## src/hdl/whp_pkg.sv

```systemverilog
// shared constants, codes and types of the weighted state-pair histogram
package whp_pkg;

  // default sizes of the table
  localparam int unsigned MaxStatesDefault     = 64;
  localparam int unsigned NumCategoriesDefault = 4;

  // depth of the command queue between front and back
  localparam int unsigned QueueDepth = 2;

  // field widths
  localparam int unsigned StateW      = 8;
  localparam int unsigned WeightW     = 16;
  localparam int unsigned CountW      = 32;
  localparam int unsigned OpW         = 2;
  localparam int unsigned CatW        = 2;
  localparam int unsigned StateCountW = 7;
  localparam int unsigned CfgIdxW     = 1;
  localparam int unsigned CfgDataW    = 8;
  localparam int unsigned InUserW     = OpW + CatW;
  localparam int unsigned InDataW     = 2 * StateW + WeightW;

  // register reset values
  localparam int unsigned          StateCountResetInt = 4;
  localparam logic [StateW-1:0]    UnknownReset       = 8'd255;

  // operation codes of an input word
  typedef enum logic [OpW-1:0] {
    OP_CLEAR     = 2'd0,
    OP_ADD_PAIR  = 2'd1,
    OP_ADD_DIAG  = 2'd2,
    OP_READ      = 2'd3
  } op_e;

  // configuration register indexes
  typedef enum logic [CfgIdxW-1:0] {
    CFG_STATE_COUNT  = 1'b0,
    CFG_UNKNOWN_CODE = 1'b1
  } cfg_idx_e;

  // classified command kinds handed to the back end
  typedef enum logic [1:0] {
    CMD_CLEAR = 2'd0,
    CMD_ADD   = 2'd1,
    CMD_READ  = 2'd2,
    CMD_SKIP  = 2'd3
  } cmd_e;

  typedef struct packed {
    cmd_e               kind;
    logic [WeightW-1:0] weight;
  } cmd_t;

  // status from back end to front end
  typedef struct packed {
    logic init_busy;
    logic idle;
  } back_status_t;

endpackage

```

## src/hdl/whp_queue.sv

```systemverilog
// short first-in first-out queue of classified commands
module whp_queue #(
  parameter int unsigned W     = 32,
  parameter int unsigned DEPTH = whp_pkg::QueueDepth
) (
  input  logic         clk_i,
  input  logic         rst_ni,
  input  logic         push_valid_i,
  output logic         push_ready_o,
  input  logic [W-1:0] push_data_i,
  output logic         pop_valid_o,
  input  logic         pop_ready_i,
  output logic [W-1:0] pop_data_o
);

  localparam int unsigned PTR_W = (DEPTH > 1) ? $clog2(DEPTH) : 1;
  localparam int unsigned CNT_W = $clog2(DEPTH + 1);

  logic [W-1:0]     slot_q [DEPTH];
  logic [PTR_W-1:0] wr_ptr_q, wr_ptr_d, rd_ptr_q, rd_ptr_d;
  logic [CNT_W-1:0] cnt_q, cnt_d;
  logic             push, pop;

  assign push_ready_o = (cnt_q != CNT_W'(DEPTH));
  assign pop_valid_o  = (cnt_q != '0);
  assign push         = push_valid_i & push_ready_o;
  assign pop          = pop_valid_o & pop_ready_i;
  assign pop_data_o   = slot_q[rd_ptr_q];

  // pointer wrap and fill count
  always_comb begin
    wr_ptr_d = wr_ptr_q;
    rd_ptr_d = rd_ptr_q;
    if (push) begin
      wr_ptr_d = (wr_ptr_q == PTR_W'(DEPTH - 1)) ? '0 : wr_ptr_q + 1'b1;
    end
    if (pop) begin
      rd_ptr_d = (rd_ptr_q == PTR_W'(DEPTH - 1)) ? '0 : rd_ptr_q + 1'b1;
    end
    cnt_d = cnt_q + CNT_W'(push) - CNT_W'(pop);
  end

  always_ff @(posedge clk_i or negedge rst_ni) begin
    if (!rst_ni) begin
      wr_ptr_q <= '0;
      rd_ptr_q <= '0;
      cnt_q    <= '0;
    end else begin
      wr_ptr_q <= wr_ptr_d;
      rd_ptr_q <= rd_ptr_d;
      cnt_q    <= cnt_d;
    end
  end

  always_ff @(posedge clk_i) begin
    if (push) begin
      slot_q[wr_ptr_q] <= push_data_i;
    end
  end

endmodule

```

## config.mk

```make
export PLATFORM = sky130hd
export DESIGN_NAME = whp_queue
export DESIGN_NICKNAME = d
export VERILOG_FILES = /design/src/hdl/whp_pkg.sv /design/src/hdl/whp_queue.sv
export SDC_FILE = /design/constraint.sdc
export NUM_CORES = 1
export LEC_CHECK = 0
export ABC_AREA = 0
export BUFFER_PORTS_ARGS = -buffer_cell sky130_fd_sc_hd__buf_2
export CAP_MARGIN = 20
export CORE_AREA = 10 10 101 76
export DETAILED_ROUTE_END_ITERATION = 16
export DIE_AREA = 0 0 111 86
export PLACE_DENSITY = 0.74
export REMOVE_ABC_BUFFERS = 1
export SYNTH_ARGS = -nofsm -noshare
export SYNTH_HDL_FRONTEND = slang
export SYNTH_SLANG_ARGS = --single-unit
```

## constraint.sdc

```tcl
create_clock -name clk_i -period 2.93 [get_ports clk_i]
set_input_delay 0.4395 -clock clk_i [delete_from_list [all_inputs] [get_ports clk_i]]
set_output_delay 0.4395 -clock clk_i [all_outputs]
set_load 0.03 [all_outputs]
```

# After elaboration in Yosys (flattened, before gate mapping)
# Memories as Yosys holds them, arrays and structs flattened.
# Cells that the tools add are included.
# totals
ff_bits	4
mem_bits_rw	64
inputBits	36
output_inout_bits	34
wordCells	16
n_memories	1
# memory_table
memory	words	word_bits	rd	rd_clocked_by_memory_dff	wr	line	rtl
slot_q	2	32	1	0	1	whp_queue.sv:19	logic [W-1:0] slot_q [DEPTH];
# classes
n_addsub	4
n_eq_ne	1
mux	4
bitwise_logic	2
reduce_logical	1
# ops
cell	n
$mux W1	4
$add A1 B1 Y1 const B	2
$add A2 B1 Y2	1
$and A1 B1 Y1	2
$ne A2 B2 Y1 const B	1
$reduce_bool A2 Y1	1
$sub A2 B1 Y2	1

# Logic depth before layout (Yosys ltp)
# Gate-level depths: netlist of the first run.
# logic_depth
word_depth	4
mapped_depth	5
depth_no_buf	5

# Worst setup path before layout of the first run
# OpenSTA, ideal clock, no wires.
# synth_timing
kind	register -> register
start	reg cnt_q[0]
end	mem slot_q[0][0], enable pin
setup_ns	0.421
arrival_ns	2.248
required_time_ns	2.509
path_slack_ns	0.261
path_stages_with_launch	4
path_buffers	0
period_less_slack_ns	2.669
cell_sequence	dfrtp_1 -> nand2b_1 -> nand2_1 -> nor2_1
# synth_between
elab_chain_cells	4
# synth_rtl
element	line	rtl
from (decl)	whp_queue.sv:21	logic [CNT_W-1:0] cnt_q, cnt_d;
from (signal assigned)	whp_queue.sv:51	cnt_q <= cnt_d;
$ne A2 B2 Y1	whp_queue.sv:24	assign push_ready_o = (cnt_q != CNT_W'(DEPTH));
via push_ready_o	whp_queue.sv:9	output logic push_ready_o,
$and A1 B1 Y1	whp_queue.sv:26	assign push = push_valid_i & push_ready_o;
$mux W1	whp_queue.sv:56	if (push) begin
$mux W1 (implied by the code)	whp_queue.sv:57	slot_q[wr_ptr_q] <= push_data_i;
to (decl)	whp_queue.sv:19	
# The timed path passes the listed nets, and every way through them passes these cells.

# Worst setup path after layout of the first run
# layout_timing
start	reg rd_ptr_q
end	out pop_data_o[12]
# layout_between
elab_chain_cells	1
# layout_rtl
element	line	rtl
from (decl)	whp_queue.sv:20	logic [PTR_W-1:0] wr_ptr_q, wr_ptr_d, rd_ptr_q, rd_ptr_d;
from (signal assigned)	whp_queue.sv:50	rd_ptr_q <= rd_ptr_d;
$mem_v2 Z2 W32	-	
to (decl)	whp_queue.sv:13	output logic [W-1:0] pop_data_o
# No other way between the ends.

==> summary.md, run 1 <==
| Metric | Value |
|---|---|
| Initial antenna violation count | 0 |
| Yosys top cell by area | edfxtp_1 |
| Clock skew | 0.00646 ns |
| Tmin final | 2.20 ns |
| Buffer and inverter count on the worst path | 2 |
| Critical path fanouts, max | 29 |
| CTS buffer count | 9 |
| Worst-Skew Late Latency | 0.33 ns |
| Setup-failing EPs final | 0 |
| Mapped cell area | 0.00254 mm^2 |
| Chip Height | 86 um |
| Clock slew at reported path FFs | 0.07 ns |
| Ranking of synthesized cells by area | edfxtp_1 (76%), mux2_2 (14%), dfrtp_1 (3.9%) |
| Synth Area per Inst | 20.8 um^2 |
| CTS resizes | 0 |
| Initial core utilization | 44.8% |
| Most frequent cells in the layout | buf_2 (69), edfxtp_1 (64), mux2_2 (32), clkbuf_8 (10) |
| Vias in the first global route | 1582 |
| GPL Wtd Cong | 0.715 |
| DP Wirelength | 3410 um |
| Hold Crit Class | in2reg |
| Hold path depth | 1 |
| Layout Area Growth over Synthesis | 25.6% |
| GRT Resource Usage Total | around a tenth |
| Cell Chain, Critical Path | buf_4 > mux2_2 > buf_2 |
| Num ports | 70 |
| Largest net degree at the start of global routing | 33 |
| Leak | 1.21 nW |
| Crit path DAT | around 1.8 ns |
| Post-synth top area share | 75.7% |
| Clk sinks | 68 |
| Core Area | 0.00567 mm^2 |
| Share of cells above drive strength 1 | 58.7% |
| Final period utilization | 75.2% |
| CP top delay family | buffers and inverters |
| Status | complete, no violations |
| CTS root buffer | clkbuf_8 |
| Setup WS pre-CTS | 1.06 ns |
| Sw frac | 35.9% |
| Via density | 4.63 |
| NetSw | 1.23 mW |
| Sequential Power Share | 41.4% |
| Worst setup margin | 0.726 ns |
| Synth Warn # | 0 |
| Cell variety after synth | 18 |
| Vias | 1309 |
| Relative slew margins | 71.0% |
| Setup TNS | 0 ns |
| Commonest non-fill, non-tap cell in the layout | buf_2 |
| Final wirelength | 4740 um |
| Final Slew Violations | 0 |
| FF-to-FF setup slack | 1.32 ns |
| DRC viols | 0 |
| Drt wl/cell | around 17 um |
| WP data required | 2.49 ns |
| Final nets | 240 |
| Placed inst area | 0.00298 mm^2 |
| RSZ-0062 raised after global routing | no |
| R2R cell count | 4 |
| Cell internal pwr | 2.19 mW |
| Row count | 23 |
| Port buffer count | slightly below 70 |
| Crit path capture type | primary output |
| Diodes inserted | 0 |
| R2r startpoint | cnt_q[0] |
| Initial DRC Count | 54 |
| CP startpoint kind | flop |
| Max Cap Viol | 0 |
| Final hold slack | 0.291 ns |
| Fin. Hold Viols | 0 |
| Routed Antenna Nets | 0 |
| Post-CTS setup buffer count | 0 |
| Power density over the cells | 1070 mW/mm^2 |
| Max VDD drop | 0.638 mV |
| Worst slew pin tran | about 0.43 ns |
| CTS Buffer Depth | 2 |
| Router iterations before antenna repair | 4 |
| Hold endpoint | slot_q[0][28] |
| H-tree levels | 3 |
| Slowest stage delay, CP | 0.45 ns |
| First-pass GRT wire length | 7870 um |
| Grt ovf | 0 |
| Synth Register Bits | 68 |
| Post-synthesis cell count | 122 |
| Post-CTS Hold Fix Bufs | 1 |
| CTS tree | done |
| Final instance area | 0.00319 mm^2 |
| Combinational Power Share | 36.7% |
| Register area share after synthesis | 79.6% |
| CP max-delay cell | dfrtp_1 |
| Die width | 111 um |
| Hold Startpoint | push_data_i[28] |
| Reg-to-reg endpoint | slot_q[0][12] |
| Fmax | 454 MHz |
| Crit Path Class | reg2out |
| Die area | 0.00955 mm^2 |
| Clock power frac | 21.8% |
==> worst max path at each step <==
| stage | from | slack, ns | to | cells past startpoint |
|---|---|---|---|---|
| 2_1_floorplan | cnt_q[0] | 0.26 | slot_q[0][0] | 3 |
| 3_3_place_gp | rd_ptr_q | 1.09 | pop_data_o[12] | 3 |
| 3_5_place_dp | rd_ptr_q | 1.06 | pop_data_o[12] | 3 |
| 4_1_cts | rd_ptr_q | 0.68 | pop_data_o[12] | 3 |
| 5_1_grt | rd_ptr_q | 0.61 | pop_data_o[12] | 3 |
| 6_report | rd_ptr_q | 0.73 | pop_data_o[12] | 3 |
==> worst reg2reg max path, cell delays in order (launching register included) <==
cell and delay (ns):
dfrtp_1 0.45, nand2b_1 0.19, nand2_1 0.13, nor2_4 0.09
buf_4 0.39
==> power groups by stage <==
stage	combinational, mW	clock [mW]	sequential, mW
after floorplan	0.862	0	1.46
after global placement	1.28	0	1.42
after detailed placement	1.28	0	1.44
after CTS	1.29	0.773	1.42
after global routing	1.36	0.830	1.44
final	1.26	0.746	1.42
==> flip-flops by register name, indices dropped and copies added, names as in the netlist <==
signal,flops
cnt_q,2
rd_ptr_q,1
slot_q,64
wr_ptr_q,1
==> synth_stat cells, drive strengths merged <==
cell,instances
dfrtp,4
nand2,2
buf,4
edfxtp,64
o21ai,1
or2,1
xnor2,3
mux2,32
nand3,1
a21bo,1
ha,1
nor2b,1
a211oi,1
and3,1
nand2b,1
nor2,3
a32oi,1
==> routing by layer <==
layer	up-vias	track usage (%)	part of all wire, %
li1	634	-	-
met1	620	11.4	41
met2	51	17.1	48
met3	4	7.45	9.9
met4	0	2.48	0.27
met5	-	0	0
==> cell type report <==
| class | instances | area [um^2] |
|---|---|---|
| fill | 465 | 2480 |
| sequential | 68 | 2020 |
| multi-input combinational | 50 | 487 |
| timing repair buffer | 74 | 385 |
| clock buffer | 11 | 141 |
| tap | 75 | 93.8 |
| clock inverter | 5 | 61.3 |
==> cells by family after synthesis <==
logic type,after synthesis,synth area share [%]
AOI/OAI and AO/OA,4,1.23
buffers and inverters,4,1.53
adders and majority gates,1,0.493
and+or+nand+nor,10,1.92
muxes,32,14.2
DFF,68,79.6
xor gates and xnor gates,3,1.03
==> metrics by stage <==
stage | std cells | utilization (%) | power [mW]
2_1_floorplan | 118 | - | 2.33
4_1_cts | 283 | 56.3 | 3.48
6_report | 283 | 56.3 | 3.42
3_3_place_gp | 266 | 52.5 | 2.70
3_5_place_dp | 266 | 52.5 | 2.72
5_1_grt | 283 | 56.3 | 3.63
(Power assumes the default switching activity.)
==> inputs of run 2 (changes only) <==
ABC_AREA = 1   (was 0)
CORE_AREA = 10 10 102 77   (was 10 10 101 76)
DIE_AREA = 0 0 112 87   (was 0 0 111 86)
clock period = 2.2 ns   (was 2.93 ns; I/O delays follow)
==> summary.md, run 2 <==
| Metric | Value |
|---|---|
| Status | complete, no violations |
| Vias in the first global route | 1718 (+8.6%) |
| Vias | 1608 (+23%) |
| Final non-filler cell total | 360 (+27%) |
| Power density over the cells | 1460 mW/mm^2 (+36%) |
| Initial core utilization | 43.3% (-1.5 points) |
| Die area | 0.00974 mm^2 (+2.1%) |
| Synth Warn # | 0 (unchanged) |
| Synth Area per Inst | 13.0 um^2 (-37%) |
| Via density | 4.47 (-3.4%) |
| Commonest non-fill, non-tap cell in the layout | nand2_1 |
| Largest net degree at the start of global routing | 34 (+3.0%) |
| Fin util | 53.5% (-2.8 points) |
| Row count | 24 (+4.3%) |
| Post-Synth Simple-Gate Area | 17.2% (+15 points) |
| Placed inst area | 0.00303 mm^2 (+1.7%) |
| Crit path capture type | primary output |
| Post-synthesis mux area share | 0% (-14 points) |
| CTS resizes | 0 (unchanged) |
| Worst-Skew Late Latency | 0.33 ns (about the same) |
| Fmax | around 570 MHz |
| Synth async-reset ratio | 5.88% (unchanged) |
| Worst setup margin | 0.448 ns (-0.278 ns) |
| Synth Register Bits | 68 (unchanged) |
| R2r startpoint | cnt_q[1] |
| Router iterations before antenna repair | 4 (unchanged) |
| Final instance area | 0.00320 mm^2 (+0.20%) |
| Final nets | 314 (+31%) |
| Placed Cells | 343 (+29%) |
| Post-CTS setup buffer count | 0 (unchanged) |
| Worst slew pin tran | 0.522 ns (+0.0878 ns) |
| Tmin final | 1.75 ns |
| Biggest registers after layout | slot_q: 64 flops, cnt_q: 2 flops |
| RSZ-0062 raised after global routing | no |
| CTS buffer count | 9 (unchanged) |
| EDFF count, synth | 64 (unchanged) |
| Synth Area in Compound Gates | 0.386% (-0.85 points) |
| GPL Wtd Cong | 0.723 (+1.0%) |
| Initial DRC Count | 94 (+74%) |
| Max reg flops | 64 (unchanged) |
| Synth Area in Adders | 0.483% (-0.0095 points) |
| CP startpoint kind | flop |
| Share of cells above drive strength 1 | 33.7% (-25 points) |
| Register area share after synthesis | 78.1% (-1.5 points) |
| Final Slew Violations | 0 (unchanged) |
| CTS Buffer Depth | 2 (unchanged) |
| DP Wirelength | 3670 um (+7.5%) |
| Final period utilization | between 70% and 80% |
| Yosys top cell by area | edfxtp_1 |
| Crit path DAT | 1.42 ns (-0.34 ns) |
| Post-synthesis cell count | 199 (+63%) |
| Commonest cells in the netlist | nand2_1 (101), edfxtp_1 (64), inv_1 (7), dfrtp_1 (4) |
| Most frequent cells in the layout | nand2_1 (101), buf_2 (69), edfxtp_1 (64), clkbuf_8 (9), inv_1 (7) |
| Cell Chain, Critical Path | inv_4 > nand2_1 > nand2_1 > buf_2 |
| Max Cap Viol | 0 (unchanged) |
| Crit path from | rd_ptr_q |
| Area of the multi-input gates | 489 um^2 (+0.51%) |
| Relative slew margins | 65.1% (-5.9 points) |
| Grt ovf | 0 (unchanged) |
| CTS tree | done |
| Drt wl/cell | 14.5 um (-13%) |
| Clock skew | 0.00500 ns (-0.00146 ns) |
| Post-CTS Hold Fix Bufs | 1 (unchanged) |
| Leak | 1.40 nW (+16%) |
| Layout Area Growth over Synthesis | 23.4% |
| Final hold slack | 0.180 ns (-0.111 ns) |
| Critical path fanouts, max | 33 (+14%) |
| Ranking of synthesized cells by area | edfxtp_1 (74%), nand2_1 (15%), dfrtp_1 (3.9%) |
| DRC viols | 0 (unchanged) |
| Hold Crit Class | in2reg |
| Most frequent cell after synthesis | nand2_1 |
| Diodes inserted | 0 (unchanged) |
| H-tree levels | 3 (unchanged) |
| Setup TNS | 0 ns (unchanged) |
| Post-synth top flop | edfxtp_1 |
| Post-synth top area share | 74.2% (-1.5 points) |
| Clock slew at reported path FFs | 0.07 ns (about the same) |
| Die width | 112 um (+0.90%) |
| Fin. Hold Viols | 0 (unchanged) |
| Cell variety after synth | 17 (-1) |
| Largest Register | slot_q |
| Cell repeated most along the worst path | nand2_1 |
| CTS root buffer | clkbuf_8 |
| Clk sinks | 68 (unchanged) |
| Slowest stage delay, CP | 0.42 ns (-0.03 ns) |
| CP max-delay cell | dfrtp_1 |
| Num ports | 70 (unchanged) |
| Chip Height | 87 um (+1.2%) |
| First-pass GRT wire length | 8270 um (+5.1%) |
| XOR/XNOR Fraction of Synth Area | 0.338% (-0.70 points) |
| Routed Antenna Nets | 0 (unchanged) |
| Overall power | 4.66 mW (+36%) |
| Core Area | 0.00598 mm^2 (+5.4%) |
| WP data required | 1.87 ns (-0.62 ns) |
| Setup-failing EPs final | 0 (unchanged) |
| Setup WS pre-CTS | 0.578 ns (-0.480 ns) |
| GRT Resource Usage Total | 10.8% (+0.15 points) |
| Initial antenna violation count | 0 (unchanged) |
| Mapped cell area | 0.00259 mm^2 (+2.0%) |
| Hold Startpoint | push_data_i[24] |
| Port buffer count | 69 (unchanged) |
| Crit Path Class | reg2out |
| Fillers | 528 (+14%) |
| Register area | 0.00202 mm^2 (unchanged) |
| Final wirelength | 5230 um (+10%) |
| Max VDD drop | 0.773 mV (+21%) |
| Largest family of logic cells by synthesized area | simple AND/OR/NAND/NOR gates |
==> run 2: cell types whose count changed after synthesis, sizes merged, moves of 2 or more <==
cell | before | now
nand2 | 2 | 105
mux2 | 32 | 0
inv | 0 | 8
buf | 4 | 7
xnor2 | 3 | 0
nor2 | 3 | 5
==> run 2: area by class of cell <==
| cell class | count | share of cell area [%] |
|---|---|---|
| inverters | 8 | 1.02 |
| flip-flops and latches | 68 | 63.2 |
| clock buffers | 9 | 3.87 |
| clock inverters | 7 | 1.06 |
| repair buffers | 74 | 12.4 |
| well taps | 78 | 3.05 |
| multi-input cells | 116 | 15.3 |
==> run 2: power breakdown <==
| group | total (mW) | switching [mW] | internal (mW) |
|---|---|---|---|
| Combinational | 1.97 | 1.46 | 0.507 |
| Clock | 0.819 | 0.429 | 0.390 |
| Sequential | 1.87 | 0.0992 | 1.77 |
==> run 2: critical path: cells and delay by family (launching register included) <==
family	cells	cell delay [ns]
flip-flops	1	0.42
buffers and inverters	2	0.48
AND/OR/NAND/NOR	2	0.19
==> run 2: layer usage <==
metal | wire (um) | global-route usage, % | vias up
met4 | 52 | 3.45 | 0
li1 | - | - | 817
met5 | 0 | 0 | -
met2 | 2630 | 18.8 | 55
met1 | 2100 | 11.1 | 729
met3 | 454 | 5.79 | 7
==> run 2: final timing paths <==
kind,end,slack (ns),cells after the start
min in group asynchronous,cnt_q[1],0.35,2
setup / recovery,pop_data_o[19],0.45,4
hold reg to reg,cnt_q[0],0.58,1
max in group asynchronous,rd_ptr_q,1.73,2
hold / removal,slot_q[1][24],0.18,1
setup reg to reg,slot_q[1][3],0.59,4
==> run 2: cell families after synthesis <==
kind of cell,after synthesis
adder cells (fa/ha/maj),1
AND/OR/NAND/NOR,112
buffers and inverters,15
AO/OA/AOI/OAI,2
flip-flops,68
XOR/XNOR,1
