### config.mk
export PLATFORM = sky130hd
export DESIGN_NAME = whp_front
export DESIGN_NICKNAME = d
export VERILOG_FILES = /design/src/hdl/whp_pkg.sv /design/src/hdl/whp_front.sv
export SDC_FILE = /design/constraint.sdc
export NUM_CORES = 1
export LEC_CHECK = 0
export BUFFER_PORTS_ARGS = -buffer_cell sky130_fd_sc_hd__buf_2
export CAP_MARGIN = 10
export CORE_ASPECT_RATIO = 0.9
export CORE_MARGIN = 2
export CORE_UTILIZATION = 64
export DETAILED_ROUTE_END_ITERATION = 8
export PLACE_DENSITY = 0.86
export SLEW_MARGIN = 40
export SYNTH_ARGS = -nofsm -noshare
export SYNTH_HDL_FRONTEND = slang
export SYNTH_SLANG_ARGS = --single-unit
### constraint.sdc
create_clock -name clk_i -period 7 [get_ports clk_i]
set_input_delay 0 -clock clk_i [delete_from_list [all_inputs] [get_ports clk_i]]
set_output_delay 0 -clock clk_i [all_outputs]
set_load 0.005 [all_outputs]
### src/hdl/whp_pkg.sv
// shared constants, codes and types of the weighted state-pair histogram
package whp_pkg;

  // default sizes of the table
  localparam int unsigned MaxStatesDefault     = 64;
  localparam int unsigned NumCategoriesDefault = 4;

  // depth of the command queue between front and back
  localparam int unsigned QueueDepth = 2;

  // field widths
  localparam int unsigned StateW      = 8;
  localparam int unsigned WeightW     = 16;
  localparam int unsigned CountW      = 32;
  localparam int unsigned OpW         = 2;
  localparam int unsigned CatW        = 2;
  localparam int unsigned StateCountW = 7;
  localparam int unsigned CfgIdxW     = 1;
  localparam int unsigned CfgDataW    = 8;
  localparam int unsigned InUserW     = OpW + CatW;
  localparam int unsigned InDataW     = 2 * StateW + WeightW;

  // register reset values
  localparam int unsigned          StateCountResetInt = 4;
  localparam logic [StateW-1:0]    UnknownReset       = 8'd255;

  // operation codes of an input word
  typedef enum logic [OpW-1:0] {
    OP_CLEAR     = 2'd0,
    OP_ADD_PAIR  = 2'd1,
    OP_ADD_DIAG  = 2'd2,
    OP_READ      = 2'd3
  } op_e;

  // configuration register indexes
  typedef enum logic [CfgIdxW-1:0] {
    CFG_STATE_COUNT  = 1'b0,
    CFG_UNKNOWN_CODE = 1'b1
  } cfg_idx_e;

  // classified command kinds handed to the back end
  typedef enum logic [1:0] {
    CMD_CLEAR = 2'd0,
    CMD_ADD   = 2'd1,
    CMD_READ  = 2'd2,
    CMD_SKIP  = 2'd3
  } cmd_e;

  typedef struct packed {
    cmd_e               kind;
    logic [WeightW-1:0] weight;
  } cmd_t;

  // status from back end to front end
  typedef struct packed {
    logic init_busy;
    logic idle;
  } back_status_t;

endpackage

### src/hdl/whp_front.sv
// front end: configuration registers, item classification and table index
module whp_front #(
  parameter int unsigned MAX_STATES     = whp_pkg::MaxStatesDefault,
  parameter int unsigned NUM_CATEGORIES = whp_pkg::NumCategoriesDefault,
  parameter int unsigned IDX_W          = 14
) (
  input  logic                          clk_i,
  input  logic                          rst_ni,
  // input words
  input  logic                          in_valid_i,
  output logic                          in_ready_o,
  input  whp_pkg::op_e                  in_op_i,
  input  logic [whp_pkg::StateW-1:0]    in_first_i,
  input  logic [whp_pkg::StateW-1:0]    in_second_i,
  input  logic [whp_pkg::WeightW-1:0]   in_weight_i,
  input  logic [whp_pkg::CatW-1:0]      in_cat_i,
  // configuration writes
  input  logic                          cfg_valid_i,
  output logic                          cfg_ready_o,
  input  whp_pkg::cfg_idx_e             cfg_index_i,
  input  logic [whp_pkg::CfgDataW-1:0]  cfg_data_i,
  // back end status
  input  whp_pkg::back_status_t         status_i,
  // towards the command queue
  output logic                          q_valid_o,
  input  logic                          q_ready_i,
  output whp_pkg::cmd_t                 q_cmd_o,
  output logic [IDX_W-1:0]              q_idx_o
);

  localparam int unsigned N_W   = $clog2(MAX_STATES + 1);
  localparam int unsigned SQ_W  = $clog2(MAX_STATES * MAX_STATES + 1);
  localparam int unsigned ROW_W = $clog2(MAX_STATES);
  localparam int unsigned CAT_W = (NUM_CATEGORIES > 1) ? $clog2(NUM_CATEGORIES) : 1;
  localparam int unsigned N_RST = (whp_pkg::StateCountResetInt > MAX_STATES) ?
                                  MAX_STATES : whp_pkg::StateCountResetInt;

  // effective state count, its square and the unknown code
  logic [N_W-1:0]             n_q, n_d;
  logic [SQ_W-1:0]            nsq_q, nsq_d;
  logic [whp_pkg::StateW-1:0] unk_q, unk_d;
  logic [N_W-1:0]             cfg_n;
  logic [SQ_W-1:0]            cfg_n_ext;

  assign cfg_ready_o = 1'b1;

  // clamp the written state count and square it
  always_comb begin
    if (cfg_data_i[whp_pkg::StateCountW-1:0] > MAX_STATES) begin
      cfg_n = N_W'(MAX_STATES);
    end else begin
      cfg_n = N_W'(cfg_data_i[whp_pkg::StateCountW-1:0]);
    end
    cfg_n_ext = SQ_W'(cfg_n);
  end

  always_comb begin
    n_d   = n_q;
    nsq_d = nsq_q;
    unk_d = unk_q;
    if (cfg_valid_i) begin
      unique case (cfg_index_i)
        whp_pkg::CFG_STATE_COUNT: begin
          n_d   = cfg_n;
          nsq_d = cfg_n_ext * cfg_n_ext;
        end
        whp_pkg::CFG_UNKNOWN_CODE: begin
          unk_d = cfg_data_i;
        end
        default: begin
          unk_d = unk_q;
        end
      endcase
    end
  end

  always_ff @(posedge clk_i or negedge rst_ni) begin
    if (!rst_ni) begin
      n_q   <= N_W'(N_RST);
      nsq_q <= SQ_W'(N_RST * N_RST);
      unk_q <= whp_pkg::UnknownReset;
    end else begin
      n_q   <= n_d;
      nsq_q <= nsq_d;
      unk_q <= unk_d;
    end
  end

  // range and unknown checks
  logic                       s1_oor, s2_oor, s1_unk, s2_unk;
  logic [whp_pkg::StateW-1:0] n_state;
  logic [CAT_W-1:0]           cat_eff;
  logic [ROW_W-1:0]           row, col;
  logic [IDX_W-1:0]           row_term, cat_term, idx_c;
  whp_pkg::cmd_t              cmd_c;

  always_comb begin
    n_state = whp_pkg::StateW'(n_q);
    s1_oor  = (in_first_i >= n_state);
    s2_oor  = (in_second_i >= n_state);
    s1_unk  = (in_first_i == unk_q);
    s2_unk  = (in_second_i == unk_q);
    if (32'(in_cat_i) >= NUM_CATEGORIES) begin
      cat_eff = CAT_W'(NUM_CATEGORIES - 1);
    end else begin
      cat_eff = CAT_W'(in_cat_i);
    end
  end

  // linear index: cat*n*n + row*n + col
  always_comb begin
    row = in_first_i[ROW_W-1:0];
    col = (in_op_i == whp_pkg::OP_ADD_DIAG) ? in_first_i[ROW_W-1:0] :
                                               in_second_i[ROW_W-1:0];
    row_term = IDX_W'(row) * IDX_W'(n_q);
    cat_term = IDX_W'(cat_eff) * IDX_W'(nsq_q);
    idx_c    = cat_term + row_term + IDX_W'(col);
  end

  // classify the word
  always_comb begin
    cmd_c.weight = in_weight_i;
    unique case (in_op_i)
      whp_pkg::OP_CLEAR: begin
        cmd_c.kind = whp_pkg::CMD_CLEAR;
      end
      whp_pkg::OP_ADD_PAIR: begin
        cmd_c.kind = (s1_unk || s2_unk || s1_oor || s2_oor) ?
                     whp_pkg::CMD_SKIP : whp_pkg::CMD_ADD;
      end
      whp_pkg::OP_ADD_DIAG: begin
        cmd_c.kind = s1_oor ? whp_pkg::CMD_SKIP : whp_pkg::CMD_ADD;
      end
      whp_pkg::OP_READ: begin
        cmd_c.kind = (s1_oor || s2_oor) ? whp_pkg::CMD_SKIP : whp_pkg::CMD_READ;
      end
      default: begin
        cmd_c.kind = whp_pkg::CMD_SKIP;
      end
    endcase
  end

  // one register stage ahead of the queue
  logic                stg_valid_q, stg_valid_d;
  whp_pkg::cmd_t       stg_cmd_q;
  logic [IDX_W-1:0]    stg_idx_q;
  logic                take;

  assign in_ready_o  = ~status_i.init_busy & (~stg_valid_q | q_ready_i);
  assign take        = in_valid_i & in_ready_o;
  assign stg_valid_d = take | (stg_valid_q & ~q_ready_i);

  always_ff @(posedge clk_i or negedge rst_ni) begin
    if (!rst_ni) begin
      stg_valid_q <= 1'b0;
    end else begin
      stg_valid_q <= stg_valid_d;
    end
  end

  always_ff @(posedge clk_i) begin
    if (take) begin
      stg_cmd_q <= cmd_c;
      stg_idx_q <= idx_c;
    end
  end

  assign q_valid_o = stg_valid_q;
  assign q_cmd_o   = stg_cmd_q;
  assign q_idx_o   = stg_idx_q;

endmodule

Word level (Yosys, flattened, before mapping)
Cells that the tools add are included.

Register bits after elaboration: 61. Input port bits: 52. Output and inout port bits: 35. Word-level logic and storage cells: 42.

Add/sub/neg operators: 2. Multipliers: 3. $lt $le $gt $ge: 3. Equal/unequal tests: 5. Multiplexer cells: 6. Bitwise logic cells: 9. Reduce and logical (&&, ||, !) cells: 7.

Operators with widths (number): equality test 8 bit (2); >= comparator 8 x 7 -> 1 bit (2); adder 14 x 13 -> 14 bit (1); adder 14 x 6 -> 14 bit (1); multiplier 2 x 13 -> 14 bit (1); multiplier 6 x 7 -> 13 bit (1); multiplier 7 x 7 -> 13 bit (1); one-hot mux 2 bit (4 select lines) (1); greater-than comparator 7 bit, second input constant (1); two-way mux 7 bit (1); two-way mux 6 bit (1); equality test 2 bit, second input constant (2); logical OR 1 bit (4); two-way mux 2 bit (2); NOT 1 bit (4); AND reduction 2 bit (2); bitwise AND 1 bit (3); equality test 2 x 1 -> 1 bit, second input constant (1); logical NOT 2 bit (1); bitwise OR 1 bit (2); two-way mux 1 bit (1).

Longest topological paths before layout
Gate-level depths: netlist (run 1).

Depth after elaboration: 6. Mapped depth: 19.

Least setup slack after synthesis (run 1)
Ideal clock, no wire load.

Path type: reg2reg. Start point: register nsq_q[4]. End point: register stg_idx_q[12], in the netlist q_idx_o[12], data pin. Setup time: 0.135 ns. Arrival: 4.200 ns. Required time: 6.865 ns. Slack: 2.665 ns. Cell stages (with the launch flop): 15. Path buffers: 0. Period minus slack after synthesis: 4.335 ns. Cells stage by stage: dfstp_2 -> nand2_1 -> fa_1 -> inv_1 -> fa_1 -> inv_1 -> fa_1 -> fa_1 -> inv_1 -> ha_1 -> nor2b_4 -> o31a_1 -> o221a_1 -> or4_1 -> nand3_1.

Cells in the longest elaborated chain, start to end: 3.

Ends and longest elaborated chain: start: declaration (RTL line whp_front.sv:40) `logic [SQ_W-1:0] nsq_q, nsq_d;`; start signal: assignment (RTL line whp_front.sv:80) `nsq_q <= SQ_W'(N_RST * N_RST);`; start signal: assignment (RTL line whp_front.sv:84) `nsq_q <= nsq_d;`; multiplier 2 x 13 -> 14 bit (RTL line whp_front.sv:116) `cat_term = IDX_W'(cat_eff) * IDX_W'(nsq_q);`; adder 14 x 13 -> 14 bit (RTL line whp_front.sv:117) `idx_c = cat_term + row_term + IDX_W'(col);`; adder 14 x 6 -> 14 bit (RTL line whp_front.sv:117); via idx_c[12] (RTL line whp_front.sv:94) `logic [IDX_W-1:0] row_term, cat_term, idx_c;`; end signal: assignment (RTL line whp_front.sv:164) `stg_idx_q <= idx_c;`; end: declaration (RTL line whp_front.sv:146) `logic [IDX_W-1:0] stg_idx_q;`.

The timed path passes the listed nets, and every way through them passes these cells. A chain may end at the register's enable or synchronous reset.

Worst setup path after layout (run 1)
Start point: input port in_op_i[0]. End point: register stg_idx_q[13], in the netlist q_idx_o[13], data pin.

Cells in the longest elaborated chain, start to end: 3.

Ends and longest elaborated chain: start: declaration (RTL line whp_front.sv:12) `input whp_pkg::op_e in_op_i,`; equality test 2 bit (RTL line whp_front.sv:113) `col = (in_op_i == whp_pkg::OP_ADD_DIAG) ? in_first_i[ROW_W-1:0] :`; two-way mux 6 bit (RTL line whp_front.sv:113); adder 14 x 6 -> 14 bit (RTL line whp_front.sv:117); via idx_c[13] (RTL line whp_front.sv:94).

The timed path passes the listed nets, and every way through them passes these cells.

==> results of run 1 <==
## per-layer routing
metal | share of wire (%) | vias up
met5 | 0 | -
met4 | 2.4 | 0
met3 | 5.3 | 33
met2 | 51 | 162
met1 | 41 | 2376
li1 | - | 2259
## cell usage after synthesis, drive strengths merged, types with 9 or more instances
master  count  area, µm²
o21a        9       68.8
fa         60       1200
edfxtp     32        961
a21oi      12       60.1
dfstp      10        263
clkbuf     16       61.3
o21ai      20        100
a21o        9       67.6
inv       105        394
ha         81       1010
xnor2      29        254
dfrtp      17        425
nor2       15       56.3
nand2      58        218
and2       42        263
## logic make-up (layout without fill, tap and decap cells)
kind of cell             Yosys count  count (layout)  share of synthesized area [%]
other                              2               9                          0.121
multiplexers                      14              14                           2.42
buffers and inverters            123             233                           7.53
flip-flops                        59              59                           26.5
AND/OR/NAND/NOR                  169             169                           14.6
AO/OA/AOI/OAI                     77              77                           8.39
XOR/XNOR                          34              34                           4.79
adder cells (fa/ha/maj)          141             141                           35.6
## registers in the layout, indices dropped and copies added (netlist names)
register,count
q_cmd_o,18
q_idx_o,14
nsq_q,11
unk_q,8
n_q,7
q_valid_o,1
## timing repair
action,in CTS,in global routing
endpoints found under the hold margin,42,0
hold buffers,27,0
setup endpoints to repair,0,0
## metrics by stage
step	hold slack, ns	total power [mW]
2_1_floorplan	-0.296	1.42
3_3_place_gp	0.0358	1.63
3_5_place_dp	0.0442	1.69
4_1_cts	0.0194	2.07
5_1_grt	0.0327	2.26
6_report	0.0320	2.07
## worst paths after layout
| check | endpoint | slack (ns) | depth (start not counted) |
|---|---|---|---|
| worst max register to register | q_idx_o[13]$_DFFE_PP_ | 2.37 | 14 |
| worst max-delay path | q_idx_o[13]$_DFFE_PP_ | 2.19 | 17 |
| worst min register to register | nsq_q[6]$_DFFE_PN0P_ | 0.49 | 2 |
| max in group asynchronous | nsq_q[5]$_DFFE_PN0P_ | 6.40 | 2 |
| worst min-delay path | n_q[6]$_DFFE_PN0P_ | 0.03 | 3 |
| min in group asynchronous | q_valid_o$_DFF_PN0_ | 0.18 | 2 |
## tightest hold or removal path, stage by stage
cell	delay [ns]
buf_2	0.18
nand2_1	0.08
o21ai_0	0.07
## cell type report
cell class              count  area, µm²  share of cell area [%]
multi-input cells         444       4130                    57.0
clock buffers               9        124                    1.71
flip-flops and latches     59       1650                    22.7
well taps                 126        158                    2.17
clock inverters             7       98.8                    1.36
inverters                 105        394                    5.43
repair buffers            112        698                    9.63
## power groups by stage
stage,Combinational (mW),Clock (mW),Sequential (mW)
final,1.18,0.358,0.531
after global routing,1.34,0.375,0.542
after CTS,1.18,0.360,0.531
after detailed placement,1.16,0,0.538
after global placement,1.09,0,0.534
after floorplan,0.887,0,0.531
==> metrics.md, run 1 <==
| Metric | Value |
|---|---|
| Initial cell density of the core | 64.9% |
| Detail Placement HPWL | approximately 11 mm |
| Die ar. | 10500 µm² |
| P_sw | 833 µW |
| Yosys warning count | 0 |
| Ys flop type | edfxtp_1 |
| GP Congestion | about 0.86 |
| WP buf/inv | 5 |
| Bufs on Longest Clock Path | 2 |
| DR iter-0 viols | about 250 |
| Setup crit start kind | input port |
| Row count | 34 |
| Critical path, cell by cell | dlygate4sd3_1 > buf_2 > nand2b_1 > mux2i_1 > fa_1 > inv_1 > fa_1 > inv_1 > fa_1 > fa_1 > inv_1 > ha_1 > o21a_2 > a2111oi_2 > nor3_1 > nor3_1 > xnor2_1 |
| Max incr delay on CP | 0.55 ns |
| CP Launch Point | in_op_i[0] |
| Final wirelength | 14.2 mm |
| Root Driver | clkbuf_8 |
| Met2 GRT Util | between 50% and 60% |
| Final setup violating endpoints | 0 |
| Vias in the first global route | 5043 |
| Core Util, Final | about three quarters |
| Post-DR vias/cell | 5.60 |
| Tot GR Track Use | a little under 30% |
| Worst Path Arrival | 4.92 ns |
| Core ar. | between 9000 and 10000 µm² |
| Yosys reg bits | between 50 and 60 |
| Initial antenna violation count | 0 |
| Fin. max-slew vios | 0 |
| Layout cell share with drive strength beyond 1 | 17.1% |
| Most frequent cells in the layout | inv_1, buf_2, ha_1 |
| Worst hold path type | input port to flop |
| Crit Path Class | input port to flop |
| Commonest non-fill, non-tap cell in the layout | inv_1 |
| Fin crit period | 4.81 ns |
| Peak Freq | 208 MHz |
| Area of placed instances | 6760 µm² |
| Final instance area | ~7300 µm² |
| R2r startpoint | nsq_q[4]$_DFFE_PN1P_ |
| Io pins | 87 |
| Number of buffers created by CTS | 9 |
| Reg clk slew, reported paths | around 0.08 ns |
| Switching share of power | 40.3% |
| Met1 Resource Use GR | a little under two fifths |
| Post-route setup slack | 2.19 ns |
| Via count | 4830 |
| Internal power | 1.24 mW |
| Placed insts | just over 800 |
| Sequential power share | between 20% and 30% |
| Diode count | 0 |
| Buffers added on ports | 84 |
| Synth Cell Area | between 6000 and 7000 µm² |
| Die Height | 97.5 µm |
| Max transition margin | a little under three fifths |
| CP endpoint kind | flop |
| # H-tree levels | 3 |
| MaxCap Viol Count | 0 |
| Grt peak-use layer | met2 |
| Worst-path fanout max | 7 |
| Period utilization | 68.7% |
| Crit-path most repeated cell | fa_1 |
| LEAKAGE | 3.60 nW |
| Pre-CTS WS | 2.39 ns |
| Grt ovf | 0 |
| Outcome | finished clean |
| Critical Path RT | 7.10 ns |
| Clock Skew | roughly 0.015 ns |
| WL per Instance | 16.4 µm |
| Comb power frac | a little under three fifths |
| Seq/Total Area, Yosys | 26.5% |
| Final setup TNS | 0 ns |
| Top delay family on crit path | adder cells |
| Max VDD drop | about 0.00026 V |
| Clock power share | 17.3% |
| Pwr Density | 285 nW/µm² |
| Layout Nets | between 900 and 1000 |
| # fillers | 623 |
| Worst Tran Pin Value | 0.660 ns |
| Mapped Avg Cell Area | 10.0 µm² |
| Die X | roughly 110 µm |
| Final hold viol count | 0 |
| Post_cts resized | 0 |
| Drt drc | 0 |
| Pin count of the biggest net entering global routing | 34 |
| # Post-CTS Setup Buffers | 0 |
| Non-Filler Instances | 862 |
| Hold path start | cfg_data_i[6] |
| Clk_lat worst skew | about 0.36 ns |
| Mapped Cells | 619 |
| Distinct cells, synth | 56 |
| RSZ-0062 raised after global routing | no |
| First-pass GRT wire length | about 24 mm |
| Asr flop ratio synth | 45.8% |
| Post-synth EDFFs | 32 |
| CTS tree | yes |
| Drt first pass iters | 4 |
| Area growth syn-to-layout | 16.7% |
| Met3 usage | ~5.3% |
| Clock sinks | around 60 |
| Post-DRT Antenna Nets | 0 |
| CP max stage cell | fa_1 |
(Power assumes the default switching activity.)
==> run 2: changes to the inputs <==
Settings changed: ABC_AREA set to 1, CORE_UTILIZATION 64 to 60, PLACE_DENSITY 0.86 to 0.81.
Clock period 7 ns to 4.65 ns, I/O delays scaled along.
==> run 2 against run 1 <==
Routed wire length grew 5.0%. Via count grew 10%. Power grew 60%. Combinational power grew 52%. Die area grew 11%. Core utilization shrank 4.3 points. Critical path type unchanged. Setup slack lost 2.0 ns. Register-to-register slack lost 1.9 ns. Synthesized area grew 4.6%. Largest power group unchanged. Clock power grew 100%. Global-route usage shrank 2.9 points. Synthesized cell count grew 27%.
==> metrics.md, run 2 <==
| Metric | Value |
|---|---|
| Diode count | 0 (unchanged) |
| Reg2reg path depth | 15 (+1) |
| Layout Nets | 1094 (+18%) |
| Leading area contributor after synthesis | fa_1 |
| Post-DR vias/cell | 5.13 (-8.4%) |
| Area growth syn-to-layout | 17.4% |
| Final setup TNS | 0 ns (unchanged) |
| Vias in the first global route | 5213 (+3.4%) |
| Detail Placement HPWL | 10.8 mm (-1.1%) |
| Worst r2r dst | q_idx_o[13]$_DFFE_PP_ |
| Core Util, Final | 71.5% (-4.3 points) |
| Post-DRT Antenna Nets | 0 (unchanged) |
| Pin count of the biggest net entering global routing | 33 (-2.9%) |
| Final hold viol count | 0 (unchanged) |
| Worst Tran Pin Value | 0.618 ns (-0.0423 ns) |
| Max reg flops | 18 (unchanged) |
| CTS tree | yes |
| # H-tree levels | 3 (unchanged) |
| Distinct cells, synth | 38 (-32%) |
| Fin crit period | 4.45 ns |
| WL per Instance | 14.3 µm (-13%) |
| Layout cell share with drive strength beyond 1 | 13.9% (-3.2 points) |
| Grt ovf | 0 (unchanged) |
| CP endpoint kind | flop |
| MaxCap Viol Count | 0 (unchanged) |
| RSZ-0062 raised after global routing | no |
| Worst hold path type | input port to flop |
| Drt drc | 0 (unchanged) |
| Synth Cell Area | 6500 µm² (+4.6%) |
| Largest cells by area after synthesis | fa_1, ha_1, edfxtp_1, nand2_1, inv_1 |
| GP Congestion | 0.893 (+3.4%) |
| Clock sinks | 59 (unchanged) |
| Fin. max-slew vios | 0 (unchanged) |
| Grt peak-use layer | met2 |
| Setup crit start kind | input port |
| Clk_lat worst skew | 0.34 ns (-0.02 ns) |
| Post-route setup slack | 0.196 ns (-1.99 ns) |
| Pwr Total | 3.32 mW (+60%) |
| Outcome | finished clean |
| Die ar. | 11700 µm² (+11%) |
| Core ar. | 10700 µm² (+12%) |
| CP max stage cell | dlygate4sd3_1 |
| LEAKAGE | 4.24 nW (+18%) |
| Top delay family on crit path | adder cells |
| Post-synth EDFFs | 32 (unchanged) |
| Number of buffers created by CTS | 9 (unchanged) |
| Worst Path Arrival | 4.53 ns (-0.39 ns) |
| Worst-path fanout max | 9 (+2) |
| Pwr Density | 435 nW/µm² (+52%) |
| Yosys reg bits | 59 (unchanged) |
| Reg2reg setup slack | 0.43 ns (-1.94 ns) |
| Die Height | 103 µm (+5.4%) |
| Via count | 5330 (+10%) |
| Die X | 114 µm (+5.4%) |
| WP buf/inv | 6 (+1) |
| Period utilization | around 96% |
| Initial cell density of the core | 60.9% (-4.1 points) |
| Commonest non-fill, non-tap cell in the layout | nand2_1 |
| Root Driver | clkbuf_16 |
| R2r startpoint | n_q[4]$_DFFE_PN0P_ |
| Final wirelength | 14.9 mm (+5.0%) |
| Max incr delay on CP | 0.53 ns (-0.02 ns) |
| Peak Freq | 225 MHz |
| Most frequent cells in the layout | nand2_1, inv_1, buf_2 |
| Worst min-delay path endpoint | unk_q[1]$_DFFE_PN1P_ |
| Initial antenna violation count | 0 (unchanged) |
| Asr flop ratio synth | 45.8% (unchanged) |
| Max VDD drop | 0.000221 V (-16%) |
| Io pins | 87 (unchanged) |
| Row count | 36 (+5.9%) |
| Dominant cell by count in the synthesized netlist | nand2_1 |
| Critical path, cell by cell | dlygate4sd3_1 > buf_2 > or2_1 > mux2i_1 > fa_1 > fa_1 > inv_1 > ha_1 > inv_1 > fa_1 > inv_1 > ha_1 > inv_1 > fa_1 > o31ai_2 > a21oi_1 > xnor2_1 |
| Hold path start | cfg_data_i[1] |
| Buffers added on ports | 84 (unchanged) |
| Met2 GRT Util | 47.3% (-3.3 points) |
| Clock Skew | 0.0102 ns (-0.00492 ns) |
| Pre-CTS WS | 0.377 ns (-2.01 ns) |
| Mapped Avg Cell Area | 8.25 µm² (-18%) |
| Crit Path Class | input port to flop |
| Max transition margin | 58.8% (+2.9 points) |
| Seq/Total Area, Yosys | 25.4% (-1.2 points) |
| Ys flop type | edfxtp_1 |
| Area share of the largest cell type after synthesis | 18.5% (-0.84 points) |
| Reg clk slew, reported paths | 0.05 ns (-0.03 ns) |
| Mapped Cells | 788 (+27%) |
| Drt first pass iters | 4 (unchanged) |
| Tot GR Track Use | 26.1% (-2.9 points) |
| Yosys warning count | 0 (unchanged) |
| Bufs on Longest Clock Path | 2 (unchanged) |
| DR iter-0 viols | 380 (+54%) |
| Post-synth top cells | nand2_1, inv_1, ha_1 |
| Met1 Resource Use GR | 32.9% (-4.2 points) |
| Hold path depth | 3 (unchanged) |
| Final setup violating endpoints | 0 (unchanged) |
| First-pass GRT wire length | 23.9 mm (+0.23%) |
| Met3 usage | 4.06% (-1.2 points) |
| Critical Path RT | 4.73 ns (-2.37 ns) |
-- run 2: changes by cell type after synthesis, moves of 8 or more --
cell | previous run | this run
a21o_1 | 9 | 1
nand3_1 | 7 | 22
nor2_1 | 15 | 55
clkbuf_1 | 15 | 6
a21oi_1 | 12 | 22
inv_1 | 105 | 187
and2_1 | 42 | 0
nand2_1 | 58 | 190
-- run 2: area by class of cell --
type / count / area (µm²)
Fill cell: 796 / 3050
Multi-Input combinational cell: 530 / 4090
Inverter: 189 / 709
Tap cell: 133 / 166
Sequential cell: 59 / 1650
Timing Repair Buffer: 112 / 693
Clock inverter: 7 / 100
Clock buffer: 9 / 225
-- run 2: what timing repair did --
action                     4_1_cts  5_1_grt
buffers inserted                 0        0
setup endpoints to repair        0        3
hold endpoints to repair        40        0
hold buffers                    25        0
resized for setup                0        3
-- run 2: stage by stage --
step                      area, µm²  std cells  hold slack (ns)
after floorplan                6530        795           -0.296
after global placement         7050        998           0.0400
after detailed placement       7050        998           0.0396
after CTS                      7620       1039          0.00517
after global routing           7630       1039           0.0421
final                          7630       1039          0.00780
-- run 2: how the worst max path moves through the flow --
stage / slack, ns / depth (start not counted) / to / from
floorplan: 0.68 / 13 / q_idx_o[12]$_DFFE_PP_ / n_q[0]$_DFFE_PN0P_
global route: 0.02 / 18 / q_idx_o[10]$_DFFE_PP_ / in_op_i[0]
global placement: 0.47 / 19 / nsq_q[11]$_DFFE_PN0P_ / cfg_data_i[6]
finish: 0.20 / 17 / q_idx_o[8]$_DFFE_PP_ / in_op_i[0]
detailed placement: 0.38 / 19 / nsq_q[11]$_DFFE_PN0P_ / cfg_data_i[6]
CTS: 0.23 / 22 / nsq_q[11]$_DFFE_PN0P_ / cfg_data_i[0]
-- run 2: power by group --
| part | leakage (nW) | internal (mW) | total, mW | switching [mW] |
|---|---|---|---|---|
| Clock | 0.160 | 0.472 | 0.733 | 0.260 |
| Combinational | 3.46 | 0.719 | 1.79 | 1.08 |
| Sequential | 0.618 | 0.728 | 0.790 | 0.0627 |
| Total | 4.24 | 1.92 | 3.32 | 1.40 |
-- run 2: logic make-up after synthesis --
kind of cell	Yosys count	share of synthesized area, %
buf+inv	206	12.3
fa+ha+maj	141	34.1
simple gates	283	17.7
compound gates	58	5.00
flops	59	25.4
mux	7	1.14
other cells	2	0.116
xor+xnor	32	4.31
-- run 2: routing by layer --
metal / up-vias / wire [µm] / share of wire [%]
met5: - / 0 / 0
met4: 0 / 248 / 1.7
met3: 25 / 877 / 5.9
met2: 198 / 7610 / 51
met1: 2503 / 6120 / 41
li1: 2604 / - / -
-- run 2: worst register-to-register path, delay by kind of cell (launching register included) --
kind	cells	cell delay, ns
AOI/OAI and AO/OA	2	0.32
and+or+nand+nor	5	0.35
adders and majority gates	6	2.67
DFF	1	0.52
buffers and inverters	2	0.10
==> run 3: changes to the inputs <==
Settings changed: CORE_UTILIZATION 60 to 48, PLACE_DENSITY 0.81 to not set, PLACE_DENSITY_LB_ADDON set to 0.2.
==> run 3 against run 2 <==
Setup slack better by 0.18 ns. Combinational power is 4% lower. Clock skew fell by 0.0027 ns. Non-clock buffer count up 1. Critical path depth increased by 6. Final cell count increased by 3.5%. Power is 4.6% lower. Core utilization down 14 points. Worst hold slack worse by 0.0024 ns. Count of clock-buffer cells in the layout stayed put. Global-route usage fell by 6.7 points. Final area up 0.36%. Largest power group unchanged.
==> metrics.md, run 3 (synthesized netlist as in run 2, its figures left out) <==
| Metric | Value |
|---|---|
| Outcome | finished clean |
| Critical path, cell by cell | dlygate4sd3_1 > buf_2 > nor2_1 > nand3_1 > nand2_1 > nand2_1 > inv_1 > nand2_1 > fa_1 > fa_1 > inv_1 > fa_1 > inv_1 > fa_1 > inv_1 > ha_1 > nand2_1 > o21ai_0 > nand2_1 > nand3_1 > nand2_1 > nand3_1 > nand2_1 |
| MaxCap Viol Count | 0 (unchanged) |
| Fin crit period | 4.28 ns (-0.176 ns) |
| Placed insts | 1034 (+3.6%) |
| Worst-path fanout max | 5 (-4) |
| # Post-CTS Setup Buffers | 0 (unchanged) |
| Non-Filler Instances | 1075 (+3.5%) |
| Diode count | 0 (unchanged) |
| Hold path depth | 3 (unchanged) |
| Commonest non-fill, non-tap cell in the layout | nand2_1 |
| Max transition margin | 59.3% (+0.45 points) |
| Most frequent cells in the layout | nand2_1, inv_1, buf_2 |
| Met1 Resource Use GR | 27.9% (-5.0 points) |
| Tot GR Track Use | 19.4% (-6.7 points) |
| First-pass GRT wire length | 22.5 mm (-5.9%) |
| Number of buffers created by CTS | 9 (unchanged) |
| Pin count of the biggest net entering global routing | 33 (unchanged) |
| Setup crit start kind | input port |
| Grt ovf | 0 (unchanged) |
| Final setup TNS | 0 ns (unchanged) |
| Worst hold path type | input port to flop |
| Layout cell share with drive strength beyond 1 | 14.0% (+0.095 points) |
| Clock sinks | 59 (unchanged) |
| Hold path start | cfg_data_i[1] |
| Io pins | 87 (unchanged) |
| Post-DRT Antenna Nets | 0 (unchanged) |
| Max VDD drop | 0.000210 V (-4.9%) |
| Drt drc | 0 (unchanged) |
| Pwr Total | 3.16 mW (-4.6%) |
| WP buf/inv | 6 (unchanged) |
| Bufs on Longest Clock Path | 2 (unchanged) |
| CTS tree | yes |
| Pwr Density | 413 nW/µm² (-5.0%) |
| WL per Instance | 12.2 µm (-15%) |
| Final setup violating endpoints | 0 (unchanged) |
| Max incr delay on CP | 0.54 ns (about the same) |
| Core ar. | 13300 µm² (+25%) |
| Vias in the first global route | 4785 (-8.2%) |
| Final instance area | 7660 µm² (+0.36%) |
| CP max stage cell | fa_1 |
| Drt first pass iters | 4 (unchanged) |
| Final hold viol count | 0 (unchanged) |
| Worst Path Arrival | 4.50 ns (-0.03 ns) |
| Met2 GRT Util | 31.4% (-16 points) |
| Met3 usage | 1.87% (-2.2 points) |
| Post-route setup slack | 0.372 ns (+0.176 ns) |
| Reg2reg path depth | 15 (unchanged) |
| # H-tree levels | 3 (unchanged) |
| Worst min-delay path endpoint | unk_q[1]$_DFFE_PN1P_ |
| Fin. max-slew vios | 0 (unchanged) |
| Max reg flops | 18 (unchanged) |
| Worst Tran Pin Value | 0.611 ns (-0.00679 ns) |
| Area of placed instances | 7100 µm² (+0.73%) |
| RSZ-0062 raised after global routing | no |
| Initial antenna violation count | 0 (unchanged) |
| Clock Skew | 0.00743 ns (-0.00274 ns) |
| Final hold slack | 0.00544 ns (-0.00235 ns) |
| Crit-path most repeated cell | nand2_1 |
| Row count | 40 (+11%) |
| Pre-CTS WS | 0.403 ns (+0.0260 ns) |
| Grt peak-use layer | met2 |
| Post-DR vias/cell | 4.70 (-8.4%) |
| Reg2reg setup slack | 0.51 ns (+0.08 ns) |
| GP Congestion | 0.861 (-3.6%) |
| Area growth syn-to-layout | 17.8% |
| R2r startpoint | n_q[4]$_DFFE_PN0P_ |
| Final wirelength | 13.1 mm (-12%) |
| Reg clk slew, reported paths | 0.05 ns (about the same) |
| Core Util, Final | 57.5% (-14 points) |
| Crit Path Class | input port to flop |
| Period utilization | 92.0% (-3.8 points) |
| Top delay family on crit path | adder cells |
| Critical Path RT | 4.87 ns (+0.14 ns) |
| Die ar. | 14500 µm² (+24%) |
| # fillers | 1238 (+56%) |
| Buffers added on ports | 84 (unchanged) |
| LEAKAGE | 4.23 nW (-0.21%) |
| CP endpoint kind | flop |
| Peak Freq | 234 MHz (+4.1%) |
| Worst r2r dst | q_idx_o[13]$_DFFE_PP_ |
| DR iter-0 viols | 274 (-28%) |
| Die Height | 114 µm (+11%) |
| Via count | 5050 (-5.3%) |
| Detail Placement HPWL | 10.6 mm (-2.1%) |
| Die X | 127 µm (+11%) |
| Initial cell density of the core | 48.8% (-12 points) |
| Layout Nets | 1095 (+0.091%) |
| Clk_lat worst skew | 0.34 ns (about the same) |
| Root Driver | clkbuf_16 |
run 3: worst max-delay path by stage:
stage / startpoint / end / slack [ns] / depth (start not counted)
after floorplan: n_q[0]$_DFFE_PN0P_ / q_idx_o[12]$_DFFE_PP_ / 0.68 / 13
after global placement: in_op_i[1] / q_idx_o[8]$_DFFE_PP_ / 0.45 / 17
after detailed placement: in_op_i[1] / q_idx_o[8]$_DFFE_PP_ / 0.40 / 17
after CTS: in_op_i[0] / q_idx_o[8]$_DFFE_PP_ / 0.26 / 17
after global routing: cfg_data_i[0] / nsq_q[12]$_DFFE_PN0P_ / 0.02 / 23
final: cfg_data_i[0] / nsq_q[12]$_DFFE_PN0P_ / 0.37 / 23
run 3: what timing repair did:
action,4_1_cts,5_1_grt
gates resized for setup,0,2
endpoints found under the setup margin,0,6
hold buffers,25,0
endpoints found under the hold margin,40,0
run 3: metal layers:
metal  part of all wire [%]  up-vias
li1                       -     2613
met1                     49     2346
met2                     46       83
met3                    3.6        8
met4                    1.2        0
met5                      0        -
run 3: worst register-to-register path, stage by stage (launching register included):
cell and delay (ns):
dfrtp_1 0.51, ha_1 0.21, inv_1 0.05, fa_1 0.48, fa_1 0.52, fa_1 0.52, fa_1 0.54, inv_1 0.04
ha_1 0.34, a21oi_1 0.16, o21a_1 0.16, nand2_1 0.11, nand2_1 0.07, nand3_1 0.07, nand2_1 0.07, nand2_1 0.04
run 3: final cells by class:
| class | count | area, µm² | area share, % |
|---|---|---|---|
| clock buffers | 9 | 225 | 2.94 |
| clock inverters | 7 | 76.3 | 0.997 |
| inverters | 189 | 709 | 9.26 |
| multi-input cells | 530 | 4090 | 53.4 |
| flip-flops and latches | 59 | 1650 | 21.5 |
| well taps | 168 | 210 | 2.75 |
| repair buffers | 113 | 701 | 9.15 |
run 3: power breakdown:
group          leakage (nW)  internal (mW)  switching (mW)
combinational          3.47          0.703            1.01
clock                 0.142          0.417           0.248
sequential            0.618          0.728          0.0615
total                  4.23           1.85            1.32
